===== src/rtl/core/mfva_pkg.sv =====
// Shared types, constants and helper functions of the MIDI FM voice allocator.
// No dependencies; imported by every module of the block.
package mfva_pkg;

    localparam int NUM_VOICES = 9;
    localparam int AGE_WIDTH  = 32;
    localparam int VIDX_W     = (NUM_VOICES > 1) ? $clog2(NUM_VOICES) : 1;
    localparam int SLOT_W     = 4;
    localparam int NOTE_W     = 7;
    localparam int CHAN_W     = 4;
    localparam int NUM_CHAN   = 16;
    localparam int PRESET_CH  = 6;     // channels with a nonzero program after reset
    localparam int FNUM_W     = 10;    // fnum never exceeds 1023
    localparam int BLK_W      = 3;
    localparam int OCT_W      = 4;
    localparam int SEMITONES  = 12;

    localparam int FIFO_DEPTH = 4;
    localparam int FIFO_PTR_W = $clog2(FIFO_DEPTH);

    // MIDI status types (high nibble, kept in place)
    localparam logic [7:0] MSG_TYPE_MASK = 8'hF0;
    localparam logic [7:0] MSG_NOTE_OFF  = 8'h80;
    localparam logic [7:0] MSG_NOTE_ON   = 8'h90;
    localparam logic [7:0] MSG_PROG_CHG  = 8'hC0;

    // synth register map
    localparam logic [7:0] REG_KEY_BASE  = 8'hB0;
    localparam logic [7:0] REG_FNUM_LO   = 8'hA0;
    localparam logic [7:0] KEY_ON_BIT    = 8'h20;

    localparam logic KIND_WRITE = 1'b0;
    localparam logic KIND_PATCH = 1'b1;
    localparam logic OPC_MIDI   = 1'b0;
    localparam logic OPC_ALLOFF = 1'b1;

    typedef enum logic [1:0] {
        OP_NOTE_ON,
        OP_NOTE_OFF,
        OP_PROG,
        OP_ALL_OFF
    } t_cmd_op;

    // decoded command passed from front end to back end
    typedef struct packed {
        t_cmd_op             op;
        logic [CHAN_W-1:0]   chan;
        logic [NOTE_W-1:0]   note;    // note number, or program number
    } t_cmd;

    typedef struct packed {
        logic                kind;
        logic [SLOT_W-1:0]   slot;
        logic [NOTE_W-1:0]   prog;
        logic [7:0]          addr;
        logic [7:0]          data;
        logic                last;
    } t_result;

    // round(172.86 * 2^(s/12))
    function automatic logic [FNUM_W-1:0] semi_fnum(input logic [OCT_W-1:0] semi);
        logic [FNUM_W-1:0] f;
        case (semi)
            4'd0:    f = 10'd173;
            4'd1:    f = 10'd183;
            4'd2:    f = 10'd194;
            4'd3:    f = 10'd206;
            4'd4:    f = 10'd218;
            4'd5:    f = 10'd231;
            4'd6:    f = 10'd244;
            4'd7:    f = 10'd259;
            4'd8:    f = 10'd274;
            4'd9:    f = 10'd291;
            4'd10:   f = 10'd308;
            4'd11:   f = 10'd326;
            default: f = '0;
        endcase
        return f;
    endfunction

    // note / 12 by threshold compares
    function automatic logic [OCT_W-1:0] note_octave(input logic [NOTE_W-1:0] note);
        logic [OCT_W-1:0] oct;
        oct = '0;
        for (int k = 1; k <= 10; k++) begin
            if (note >= NOTE_W'(SEMITONES * k)) oct = OCT_W'(k);
        end
        return oct;
    endfunction

endpackage


===== src/rtl/core/mfva_front.sv =====
// Front end: accepts MIDI items, decodes them into commands, drops unsupported types.
// Depends on mfva_pkg.
module mfva_front import mfva_pkg::*; (
    input  logic              i_clk,
    input  logic              i_rst_n,
    input  logic              i_in_valid,
    output logic              o_in_ready,
    input  logic              i_opcode,
    input  logic [7:0]        i_status,
    input  logic [NOTE_W-1:0] i_data1,
    input  logic [NOTE_W-1:0] i_data2,
    output logic              o_cmd_valid,
    input  logic              i_cmd_ready,
    output t_cmd              o_cmd
);

    logic [7:0] w_type;
    logic       w_keep;
    t_cmd       w_cmd;
    logic       r_valid;
    t_cmd       r_cmd;

    always_comb begin
        w_type      = i_status & MSG_TYPE_MASK;
        w_keep      = 1'b1;
        w_cmd.chan  = i_status[CHAN_W-1:0];
        w_cmd.note  = i_data1;
        w_cmd.op    = OP_NOTE_ON;
        if (i_opcode == OPC_ALLOFF) begin
            w_cmd.op = OP_ALL_OFF;
        end else if (w_type == MSG_PROG_CHG) begin
            w_cmd.op = OP_PROG;
        end else if (w_type == MSG_NOTE_OFF || (w_type == MSG_NOTE_ON && i_data2 == '0)) begin
            w_cmd.op = OP_NOTE_OFF;
        end else if (w_type == MSG_NOTE_ON) begin
            w_cmd.op = OP_NOTE_ON;
        end else begin
            w_keep = 1'b0;
        end
    end

    // nothing is taken while reset is held
    assign o_in_ready  = i_rst_n && (!r_valid || i_cmd_ready);
    assign o_cmd_valid = r_valid;
    assign o_cmd       = r_cmd;

    always_ff @(posedge i_clk) begin
        if (!i_rst_n) begin
            r_valid <= 1'b0;
        end else if (o_in_ready) begin
            r_valid <= i_in_valid && w_keep;
            r_cmd   <= w_cmd;
        end
    end

endmodule


===== src/rtl/core/mfva_fifo.sv =====
// Command queue between front and back end.
// Depends on mfva_pkg.
module mfva_fifo import mfva_pkg::*; (
    input  logic i_clk,
    input  logic i_rst_n,
    input  logic i_push_valid,
    output logic o_push_ready,
    input  t_cmd i_push_data,
    output logic o_pop_valid,
    input  logic i_pop_ready,
    output t_cmd o_pop_data
);

    t_cmd                r_mem [FIFO_DEPTH];
    logic [FIFO_PTR_W-1:0] r_wr;
    logic [FIFO_PTR_W-1:0] r_rd;
    logic [FIFO_PTR_W:0]   r_cnt;
    logic                w_push;
    logic                w_pop;

    assign o_push_ready = (r_cnt != (FIFO_PTR_W+1)'(FIFO_DEPTH));
    assign o_pop_valid  = (r_cnt != '0);
    assign o_pop_data   = r_mem[r_rd];
    assign w_push       = i_push_valid && o_push_ready;
    assign w_pop        = o_pop_valid && i_pop_ready;

    always_ff @(posedge i_clk) begin
        if (w_push) r_mem[r_wr] <= i_push_data;
        if (!i_rst_n) begin
            r_wr  <= '0;
            r_rd  <= '0;
            r_cnt <= '0;
        end else begin
            if (w_push) r_wr <= r_wr + 1'b1;
            if (w_pop)  r_rd <= r_rd + 1'b1;
            if (w_push && !w_pop)      r_cnt <= r_cnt + 1'b1;
            else if (w_pop && !w_push) r_cnt <= r_cnt - 1'b1;
        end
    end

endmodule


===== src/rtl/core/mfva_back.sv =====
// Back end: voice state, program table, voice scan and result sequencing.
// Depends on mfva_pkg.
module mfva_back import mfva_pkg::*; (
    input  logic    i_clk,
    input  logic    i_rst_n,
    input  logic    i_cmd_valid,
    output logic    o_cmd_ready,
    input  t_cmd    i_cmd,
    output logic    o_res_valid,
    input  logic    i_res_ready,
    output t_result o_res
);

    typedef enum logic [1:0] {S_IDLE, S_SCAN, S_EMIT} t_state;

    t_state                r_state;
    t_cmd_op               r_op;
    logic [CHAN_W-1:0]     r_chan;
    logic [NOTE_W-1:0]     r_note;
    logic [VIDX_W-1:0]     r_idx;
    logic [VIDX_W-1:0]     r_best;
    logic [AGE_WIDTH-1:0]  r_best_age;
    logic [VIDX_W-1:0]     r_slot;
    logic [1:0]            r_step;
    logic [NOTE_W-1:0]     r_prog;
    logic                  r_out_valid;
    t_result               r_out;
    logic [NOTE_W-1:0]     r_prog_tbl [NUM_CHAN];
    logic                  r_active   [NUM_VOICES];
    logic [CHAN_W-1:0]     r_vchan    [NUM_VOICES];
    logic [NOTE_W-1:0]     r_vnote    [NUM_VOICES];
    logic [AGE_WIDTH-1:0]  r_vage     [NUM_VOICES];
    logic [AGE_WIDTH-1:0]  r_age_ctr;

    logic                  w_last_idx;
    logic                  w_match;
    logic                  w_older;
    logic                  w_commit;
    logic [VIDX_W-1:0]     w_pick;
    logic                  w_out_free;
    logic [OCT_W-1:0]      w_oct;
    logic [OCT_W-1:0]      w_semi;
    logic [FNUM_W-1:0]     w_fnum;
    logic [BLK_W-1:0]      w_blk;
    logic [7:0]            w_slot8;
    t_result               w_res;

    always_comb begin
        w_last_idx = (r_idx == VIDX_W'(NUM_VOICES - 1));
        w_match    = r_active[r_idx] && (r_vchan[r_idx] == r_chan)
                     && (r_vnote[r_idx] == r_note);
        // strict compare keeps the lowest index on ties
        w_older    = (r_idx == '0) || (r_vage[r_idx] < r_best_age);
        w_commit   = !r_active[r_idx] || w_last_idx;
        if (!r_active[r_idx] || w_older) w_pick = r_idx;
        else                             w_pick = r_best;
        w_out_free = !r_out_valid || i_res_ready;

        w_oct  = note_octave(r_note);
        w_semi = OCT_W'(r_note - NOTE_W'(w_oct) * NOTE_W'(SEMITONES));
        w_fnum = semi_fnum(w_semi);
        if (w_oct == '0)                  w_blk = '0;
        else if (w_oct > OCT_W'(8))       w_blk = '1;
        else                              w_blk = BLK_W'(w_oct - 1'b1);

        w_res         = '0;
        w_res.kind    = KIND_WRITE;
        w_res.slot    = SLOT_W'(r_slot);
        w_slot8       = 8'(r_slot);
        w_res.addr    = REG_KEY_BASE + w_slot8;
        case (r_op)
            OP_NOTE_ON: begin
                case (r_step)
                    2'd0: begin
                        w_res.kind = KIND_PATCH;
                        w_res.prog = r_prog;
                        w_res.addr = '0;
                    end
                    2'd1: ;
                    2'd2: begin
                        w_res.addr = REG_FNUM_LO + w_slot8;
                        w_res.data = w_fnum[7:0];
                    end
                    default: begin
                        w_res.data = KEY_ON_BIT | {3'b000, w_blk, w_fnum[9:8]};
                        w_res.last = 1'b1;
                    end
                endcase
            end
            OP_NOTE_OFF: w_res.last = 1'b1;
            OP_ALL_OFF: begin
                w_res.slot = SLOT_W'(r_idx);
                w_res.addr = REG_KEY_BASE + 8'(r_idx);
                w_res.last = w_last_idx;
            end
            default: ;
        endcase
    end

    assign o_cmd_ready = (r_state == S_IDLE);
    assign o_res_valid = r_out_valid;
    assign o_res       = r_out;

    always_ff @(posedge i_clk) begin
        if (!i_rst_n) begin
            r_state     <= S_IDLE;
            r_out_valid <= 1'b0;
            r_age_ctr   <= '0;
            for (int v = 0; v < NUM_VOICES; v++) r_active[v] <= 1'b0;
            for (int c = 0; c < NUM_CHAN; c++) begin
                r_prog_tbl[c] <= (c < PRESET_CH) ? NOTE_W'(c + 1) : '0;
            end
        end else begin
            // in S_EMIT the output slot is handled below
            if (r_out_valid && i_res_ready && r_state != S_EMIT) r_out_valid <= 1'b0;
            case (r_state)
                S_IDLE: begin
                    if (i_cmd_valid) begin
                        r_op   <= i_cmd.op;
                        r_chan <= i_cmd.chan;
                        r_note <= i_cmd.note;
                        r_idx  <= '0;
                        r_step <= '0;
                        case (i_cmd.op)
                            OP_PROG: r_prog_tbl[i_cmd.chan] <= i_cmd.note;
                            OP_ALL_OFF: begin
                                for (int v = 0; v < NUM_VOICES; v++) r_active[v] <= 1'b0;
                                r_state <= S_EMIT;
                            end
                            default: r_state <= S_SCAN;
                        endcase
                    end
                end
                S_SCAN: begin
                    if (r_op == OP_NOTE_OFF) begin
                        if (w_match) begin
                            r_slot          <= r_idx;
                            r_active[r_idx] <= 1'b0;
                            r_state         <= S_EMIT;
                        end else if (w_last_idx) begin
                            r_state <= S_IDLE;
                        end else begin
                            r_idx <= r_idx + 1'b1;
                        end
                    end else if (w_commit) begin
                        r_slot           <= w_pick;
                        r_active[w_pick] <= 1'b1;
                        r_vchan[w_pick]  <= r_chan;
                        r_vnote[w_pick]  <= r_note;
                        r_vage[w_pick]   <= r_age_ctr + AGE_WIDTH'(1);
                        r_age_ctr        <= r_age_ctr + AGE_WIDTH'(1);
                        r_prog           <= r_prog_tbl[r_chan];
                        r_state          <= S_EMIT;
                    end else begin
                        if (w_older) begin
                            r_best     <= r_idx;
                            r_best_age <= r_vage[r_idx];
                        end
                        r_idx <= r_idx + 1'b1;
                    end
                end
                S_EMIT: begin
                    if (w_out_free) begin
                        r_out_valid <= 1'b1;
                        r_out       <= w_res;
                        r_step      <= r_step + 1'b1;
                        if (w_res.last)             r_state <= S_IDLE;
                        else if (r_op == OP_ALL_OFF) r_idx  <= r_idx + 1'b1;
                    end else if (r_out_valid && i_res_ready) begin
                        r_out_valid <= 1'b0;
                    end
                end
                default: r_state <= S_IDLE;
            endcase
        end
    end

endmodule


===== src/rtl/core/midi_fm_voice_allocator.sv =====
// Top level of the MIDI FM voice allocator: front end, command queue, back end.
// Depends on mfva_pkg, mfva_front, mfva_fifo, mfva_back.
//
// Maps MIDI events onto NUM_VOICES FM voices and emits synth register writes
// and patch load requests, one result per transaction on the output channel;
// o_last marks the final result of an input item. The front end decodes and
// registers each item and drops types it does not handle; a four-entry queue
// holds decoded commands so input and output can stall independently. The
// back end scans the voices one per cycle and per command gives: program
// change, no result; note-off, a scan of up to NUM_VOICES voices plus one
// result if one matches; note-on, a scan of up to NUM_VOICES voices (fewer
// when a free voice turns up early) plus four results; all notes off,
// NUM_VOICES results. One result leaves per cycle when the sink is ready.
// No clearing pass is needed after reset.
module midi_fm_voice_allocator import mfva_pkg::*; (
    input  logic              i_clk,
    input  logic              i_rst_n,
    // input channel
    input  logic              i_in_valid,
    output logic              o_in_ready,
    input  logic              i_opcode,
    input  logic [7:0]        i_status,
    input  logic [NOTE_W-1:0] i_data1,
    input  logic [NOTE_W-1:0] i_data2,
    // result channel
    output logic              o_out_valid,
    input  logic              i_out_ready,
    output logic              o_kind,
    output logic [SLOT_W-1:0] o_voice_slot,
    output logic [NOTE_W-1:0] o_program_res,
    output logic [7:0]        o_reg_addr,
    output logic [7:0]        o_reg_data,
    output logic              o_last
);

    // decoded command, front end to queue
    logic    w_fe_valid;
    logic    w_fe_ready;
    t_cmd    w_fe_cmd;
    // queue to back end
    logic    w_be_valid;
    logic    w_be_ready;
    t_cmd    w_be_cmd;
    t_result w_res;

    mfva_front u_front (
        .i_clk       (i_clk),
        .i_rst_n     (i_rst_n),
        .i_in_valid  (i_in_valid),
        .o_in_ready  (o_in_ready),
        .i_opcode    (i_opcode),
        .i_status    (i_status),
        .i_data1     (i_data1),
        .i_data2     (i_data2),
        .o_cmd_valid (w_fe_valid),
        .i_cmd_ready (w_fe_ready),
        .o_cmd       (w_fe_cmd)
    );

    mfva_fifo u_fifo (
        .i_clk        (i_clk),
        .i_rst_n      (i_rst_n),
        .i_push_valid (w_fe_valid),
        .o_push_ready (w_fe_ready),
        .i_push_data  (w_fe_cmd),
        .o_pop_valid  (w_be_valid),
        .i_pop_ready  (w_be_ready),
        .o_pop_data   (w_be_cmd)
    );

    mfva_back u_back (
        .i_clk       (i_clk),
        .i_rst_n     (i_rst_n),
        .i_cmd_valid (w_be_valid),
        .o_cmd_ready (w_be_ready),
        .i_cmd       (w_be_cmd),
        .o_res_valid (o_out_valid),
        .i_res_ready (i_out_ready),
        .o_res       (w_res)
    );

    // result register fields straight to the ports
    assign o_kind        = w_res.kind;
    assign o_voice_slot  = w_res.slot;
    assign o_program_res = w_res.prog;
    assign o_reg_addr    = w_res.addr;
    assign o_reg_data    = w_res.data;
    assign o_last        = w_res.last;

endmodule


===== config.mk =====
export PLATFORM = sky130hd
export DESIGN_NAME = midi_fm_voice_allocator
export DESIGN_NICKNAME = d
export VERILOG_FILES = /design/src/rtl/core/mfva_pkg.sv /design/src/rtl/core/mfva_front.sv /design/src/rtl/core/mfva_fifo.sv /design/src/rtl/core/mfva_back.sv /design/src/rtl/core/midi_fm_voice_allocator.sv
export SDC_FILE = /design/constraint.sdc
export NUM_CORES = 1
export LEC_CHECK = 0
export BUFFER_PORTS_ARGS = -buffer_cell sky130_fd_sc_hd__clkbuf_2
export CAP_MARGIN = 20
export CORE_ASPECT_RATIO = 1.4
export CORE_UTILIZATION = 57
export DETAILED_ROUTE_END_ITERATION = 10
export PLACE_DENSITY = 0.75
export SLEW_MARGIN = 25
export SYNTH_ARGS = -nofsm -noshare
export SYNTH_HDL_FRONTEND = slang
export SYNTH_HIERARCHICAL = 1
export SYNTH_SLANG_ARGS = --single-unit

===== constraint.sdc =====
create_clock -name i_clk -period 7.85 [get_ports i_clk]
set_input_delay 0.3925 -clock i_clk [delete_from_list [all_inputs] [get_ports i_clk]]
set_output_delay 0.3925 -clock i_clk [all_outputs]
set_load 0.01 [all_outputs]

# Word-level counts from Yosys, hierarchy flattened
# Memory sizes are Yosys's and may differ from the RTL's. A register that Yosys moved wholly into a read port is not among the register bits.
# Index checks and enable logic that the tools add are counted.
# classes
add_sub_neg	12
mul	1
div_mod_pow	0
n_lt_le_gt_ge	12
eq_ne	28
shifts	0
n_mux	103
n_bitwise	11
reduce_logical	50
# op_table
op	n
4-bit two-way mux	23
1-bit two-way mux	50
8-bit one-hot mux with 2 select lines	3
7-bit >= comparator, second input constant	5
32-bit by 1-bit adder with 32-bit output, second input constant	1
32-bit < comparator	1
2-bit two-way mux	13
8-bit by 4-bit adder with 8-bit output, first input constant	3
3-bit two-way mux	8
7-bit by 6-bit >= comparator with 1-bit output, second input constant	3
4-bit equality test, second input constant	4
3-bit inequality test, second input constant	4
4-bit one-hot mux with 3 select lines	1
4-bit AND reduction	3
1-bit logical AND	11
2-bit equality test, second input constant	5
2-bit by 1-bit inequality test with 1-bit output, second input constant	5
1-bit bitwise OR	9
3-bit AND reduction	3
9-bit AND reduction	1
4-bit logical NOT	2
2-bit one-hot mux with 2 select lines	2
7-bit equality test	1
7-bit by 4-bit >= comparator with 1-bit output, second input constant	1
other kinds (30)	55
# word_totals
ff_bits	144
latchBits	0
ram_bits	560
rom_bits	144
in_bits	27
output_inout_bits	31
n_memories	7
# memory_table
memory	depth	word_bits	read_ports	rd_clocked_by_memory_dff	write_ports	line_no	text
u_back.r_vage	9	32	1	1	1	mfva_back.sv:32	logic [AGE_WIDTH-1:0] r_vage [NUM_VOICES];
(no name shown)	16	9	1	0	0	mfva_pkg.sv:63	case (semi)
u_back.r_prog_tbl	16	7	1	1	16	mfva_back.sv:28	logic [NOTE_W-1:0] r_prog_tbl [NUM_CHAN];
u_back.r_vnote	9	7	1	1	1	mfva_back.sv:31	logic [NOTE_W-1:0] r_vnote [NUM_VOICES];
u_fifo.r_mem	4	13	1	1	1	mfva_fifo.sv:14	t_cmd r_mem [FIFO_DEPTH];
u_back.r_vchan	9	4	1	1	1	mfva_back.sv:30	logic [CHAN_W-1:0] r_vchan [NUM_VOICES];
1 more memories	--	--	--	--	--	--	

# Depth between registers and ports, before layout
# logic_depth
ltp_word	15
ltp_mapped	17
mapped_depth_nobuf	13

# Cells and area by module
# Netlist, hierarchy kept.
# by_module_without_submodules
module	n_inst	cells_each	area_each_um2	seq_area_each_um2
mfva_back	1	1803	28076.9	19038.3
mfva_fifo	1	115	2384.8	1741.7
mfva_front	1	27	501.7	410.4

# Worst setup path before layout
# Ideal clock, no wire load.
# synth_path
path_type	register to register
from	register with a tool-made name
to	memory u_back.r_vage[4][0], enable pin
setup_ps	497
arrival_time_ps	7194
required_ps	7353
setup_slack_ps	160
path_stages_with_launch	18
cell_sequence	dfxtp_1 -> buf_6 -> buf_2 -> buf_2 -> buf_1 -> mux4_2 -> mux2i_1 -> o21ai_0 -> ha_1 -> and4_1 -> nand3_1 -> nor3_1 -> o221ai_1 -> a21o_1 -> a21oi_1 -> buf_2 -> mux2_2 -> nor3_1
# synth_lines
item	line_no
end, declared	mfva_back.sv:32

==> flow_metrics.py <==
metrics = {
    "run_status": {
        "outcome": "complete, no violations",
    },
    "flow_run": {
        "cap_viol_max_count": 0,
    },
    "place": {
        "dp_slack_ns": 1.61,
        "place.detailed.hpwl_mm": 39.7,
        "place.detailed.instances": 2648,
        "globalplace.congestion": 0.877,
        "numPortBuffers": 56,
        "total_cell_area_at_the_placement_stage_um2": 32000,
    },
    "power_and_ir_drop": {
        "power_density_nw_per_um2": 319,
        "p_leak_uw": 0.0118,
        "ir_worst_vdd_mv": 0.249,
    },
    "timing": {
        "layout_worst_path_cycle_share": 0.747,
        "fmax_mhz": 171,
        "timing.final.max_slew_violations": 0,
        "period_needed_ns": 5.86,
        "timing.slew.headroom": 0.281,
        "setup_slack_ns": 1.99,
        "clock_skew_ns": 0.0254,
        "tightest_slew_ns": 1.08,
        "finalSetupViolCount": 0,
        "rsz_0062_raised_after_global_routing": "no",
        "final_number_of_hold_violating_endpoints": 0,
        "fin_setup_tns_ns": 0,
    },
    "detailed_routing": {
        "vias": 16700,
        "ant_nets": 0,
        "detail_route.wirelength_mm": 63.6,
        "drt_pre_antenna_iters": 6,
        "drt-initial-drc-count": 1136,
        "drc": 0,
        "avgViaCountPerCell": 6.01,
        "wire_per_inst_um": 22.9,
    },
    "clock_network": {
        "clkSlewWorstSetupHoldPaths_ns": 0.06,
        "cts_tree": "built",
        "htree_levels": 3,
        "post-cts-setup-buffer-count": 0,
        "cts_made_buffers": 66,
        "clockRootBuffer": "sky130_fd_sc_hd__clkbuf_16",
        "clkLatencyLatePin_ns": 0.62,
        "numClockSinks": 722,
        "clock_buffer_depth": 3,
    },
    "final_layout": {
        "layout.filler_cells": 3713,
        "regArea_um2": 21200,
        "design.final.nets": 2100,
        "layoutNonFillerInstCount": 2778,
        "multiInputGateArea_um2": 9190,
        "layout.cell_area.non_filler_um2": 34300,
        "post_route_cells_drive_above_1_share": 0.174,
        "synthToLayoutAreaGrowth_pct": 10.8,
        "fin_util": 0.642,
    },
    "critical_path": {
        "endpoint_kind": "flip-flop",
        "criticalPathCategory": "reg2reg",
        "required_ns": 8.09,
        "timing.critical_path.from_type": "flip-flop",
        "cp_data_arrival_time_ns": 6.10,
        "worstPathMaxFanout": 58,
        "r2r.worst_path.cells": 14,
    },
    "yosys": {
        "synth.avg_cell_area_um2": 15.9,
        "ys_async_sr_fraction": 0,
        "syn-num-nets": 2032,
        "yosys.cell_types.count": 80,
        "synth_enable_flop_cells": 673,
        "netlist_instances": 1945,
        "synth_flop_cell": "sky130_fd_sc_hd__edfxtp_1",
        "postSynthRegisterBits": 722,
        "yosys_warn_count": 6,
        "synthesis.area_um2": 31000,
        "synth-seq-area-share": 0.684,
    },
    "die": {
        "placementRows": 100,
        "core_area_um2": 53400,
        "chipHeight_um": 278,
        "initial_core_util": 0.580,
        "floorplan.die_area_um2": 55300,
        "die_width_um": 199,
        "io_pins": 58,
    },
    "global_routing": {
        "grt_overflow_total": 0,
        "grt_pass1_wl_mm": 98.3,
        "grt_start_max_net_pins": 59,
        "grt_pass1_vias": 17300,
        "number_of_antenna_violations_at_the_first_check_in_global_routing": 0,
        "aggregate_global_route_resource_usage": 0.239,
    },
    "hold_path": {
        "min_path_type": "in2reg",
        "min_path_cells": 3,
    },
}
==> cell usage after synthesis (3+ instances only) <==
library cell | count | area [µm²]
sky130_fd_sc_hd__and3_1 | 14 | 87.6
sky130_fd_sc_hd__o41ai_1 | 8 | 70.1
sky130_fd_sc_hd__and4_1 | 3 | 26.3
sky130_fd_sc_hd__nand3b_1 | 3 | 22.5
sky130_fd_sc_hd__buf_6 | 5 | 56.3
sky130_fd_sc_hd__a21o_1 | 5 | 37.5
sky130_fd_sc_hd__a22oi_1 | 4 | 30.0
sky130_fd_sc_hd__nor3_1 | 29 | 145
sky130_fd_sc_hd__buf_1 | 18 | 67.6
sky130_fd_sc_hd__mux2i_1 | 85 | 851
sky130_fd_sc_hd__mux4_2 | 117 | 2640
sky130_fd_sc_hd__dfxtp_1 | 49 | 981
sky130_fd_sc_hd__buf_4 | 4 | 30.0
sky130_fd_sc_hd__nand2b_1 | 24 | 150
sky130_fd_sc_hd__xnor2_1 | 30 | 263
sky130_fd_sc_hd__nand4_1 | 7 | 43.8
sky130_fd_sc_hd__nand2_1 | 128 | 480
sky130_fd_sc_hd__nor4b_1 | 4 | 35.0
sky130_fd_sc_hd__mux2_2 | 27 | 304
sky130_fd_sc_hd__buf_2 | 9 | 45.0
sky130_fd_sc_hd__xor2_1 | 35 | 307
sky130_fd_sc_hd__inv_1 | 72 | 270
sky130_fd_sc_hd__or3_1 | 25 | 156
sky130_fd_sc_hd__o211ai_1 | 3 | 22.5
sky130_fd_sc_hd__edfxtp_1 | 673 | 20200
sky130_fd_sc_hd__nor4_1 | 4 | 25.0
sky130_fd_sc_hd__a31oi_1 | 4 | 25.0
sky130_fd_sc_hd__o22ai_1 | 5 | 31.3
sky130_fd_sc_hd__a211oi_1 | 3 | 22.5
sky130_fd_sc_hd__nand3_1 | 24 | 120
sky130_fd_sc_hd__and2_1 | 121 | 757
sky130_fd_sc_hd__o21ai_0 | 84 | 420
sky130_fd_sc_hd__a221oi_1 | 6 | 52.6
sky130_fd_sc_hd__a21oi_1 | 48 | 240
sky130_fd_sc_hd__nor2_1 | 77 | 289
sky130_fd_sc_hd__clkbuf_1 | 54 | 203
sky130_fd_sc_hd__nor2b_1 | 22 | 138
sky130_fd_sc_hd__ha_1 | 59 | 738
sky130_fd_sc_hd__a22o_1 | 6 | 52.6
==> registers in the layout (all words and copies together) (netlist names), 13 cells and up, named ones only <==
register           count
u_back/r_vage        288
u_back/r_prog_tbl    112
u_back/r_vnote        63
u_fifo/r_mem          52
u_back/r_vchan        36
u_back/r_age_ctr      32
u_back/r_best_age     32
u_back/o_res          27
u_back/r_active       16
u_front/o_cmd         13
==> per-layer routing <==
metal	GRT usage	part of all wire	vias up
met5	0	0	-
li1	-	-	7555
met4	0.101	0.034	0
met1	0.275	0.37	8544
met2	0.440	0.55	497
met3	0.0316	0.048	105
==> stage by stage <==
step                      total power (µW)  hold WS [ns]
after detailed placement              7790         0.486
after floorplan                       6990         0.455
after global routing                 11400        0.0671
after global placement                7710         0.466
after CTS                            11000        0.0425
final                                10900        0.0645
==> worst max-delay path, cell delays in order, from the launching register on <==
cell and delay [ns]:
sky130_fd_sc_hd__dfxtp_4 0.79, sky130_fd_sc_hd__buf_12 0.43, sky130_fd_sc_hd__mux4_2 0.57, sky130_fd_sc_hd__mux2i_1 0.15, sky130_fd_sc_hd__o21ai_0 0.16, sky130_fd_sc_hd__ha_1 0.32, sky130_fd_sc_hd__and3_1 0.18, sky130_fd_sc_hd__a22o_1 0.22
sky130_fd_sc_hd__o21ai_0 0.13, sky130_fd_sc_hd__and4b_1 0.23, sky130_fd_sc_hd__a21o_1 0.26, sky130_fd_sc_hd__a21oi_2 0.24, sky130_fd_sc_hd__or4_1 0.58, sky130_fd_sc_hd__a21oi_4 0.54, sky130_fd_sc_hd__buf_4 0.57
==> cell families (layout without fill, tap and decap cells) <==
logic type	count (synthesis)	after routing	share of synthesized area
mux	231	231	0.124
other cells	1	2	0.000121
flops	722	722	0.684
compound gates	202	202	0.0410
xor+xnor	65	65	0.0184
fa+ha+maj	61	61	0.0248
buf+inv	162	280	0.0217
simple gates	501	501	0.0855
==> where the power goes <==
part | switching [µW] | leakage (µW) | total [µW] | internal (µW)
combinational | 1580 | 0.00408 | 2820 | 1240
sequential | 398 | 0.00670 | 4930 | 4530
clock | 1390 | 0.00106 | 3180 | 1790
total | 3370 | 0.0118 | 10900 | 7560
==> cells in the final DEF, fill, tap and decap left out, types with 27 or more instances in the layout <==
| cell | instances |
|---|---|
| sky130_fd_sc_hd__a21oi_1 | 45 |
| sky130_fd_sc_hd__xor2_1 | 35 |
| sky130_fd_sc_hd__edfxtp_1 | 673 |
| sky130_fd_sc_hd__clkbuf_16 | 70 |
| sky130_fd_sc_hd__ha_1 | 59 |
| sky130_fd_sc_hd__and2_1 | 121 |
| sky130_fd_sc_hd__mux4_2 | 117 |
| sky130_fd_sc_hd__mux2i_1 | 85 |
| sky130_fd_sc_hd__inv_1 | 72 |
| sky130_fd_sc_hd__dfxtp_1 | 45 |
| sky130_fd_sc_hd__nand2_1 | 127 |
| sky130_fd_sc_hd__mux2_2 | 27 |
| sky130_fd_sc_hd__o21ai_0 | 76 |
| sky130_fd_sc_hd__xnor2_1 | 29 |
| sky130_fd_sc_hd__nor2_1 | 76 |
| sky130_fd_sc_hd__clkbuf_2 | 56 |
==> final timing paths <==
path | from | slack [ns] | to
worst max-delay path | flip-flop | 1.99 | u_back/r_vage[2][13]$_DFFE_PP_
worst max register to register | flip-flop | 1.99 | u_back/r_vage[2][13]$_DFFE_PP_
worst min-delay path | i_in_valid | 0.06 | u_front/o_cmd_valid$_SDFFE_PN0P_
worst min register to register | u_back/r_age_ctr[1]$_SDFFE_PN0P_ | 0.50 | u_back/r_age_ctr[1]$_SDFFE_PN0P_
==> cell type report <==
class / instances / share of cell area
Antenna cell: 1 / 0.0000730
Clock buffer: 82 / 0.0530
Clock inverter: 36 / 0.00952
Inverter: 72 / 0.00788
Multi-Input combinational cell: 1061 / 0.268
Sequential cell: 722 / 0.618
Tap cell: 714 / 0.0260
Timing Repair Buffer: 90 / 0.0175
==> what timing repair did <==
item	in CTS	in global routing
setup endpoints to repair	0	0
hold buffers	11	0
resized for setup	0	0
endpoints found under the hold margin	11	0
No activity file was read; power rests on OpenSTA's default activity.
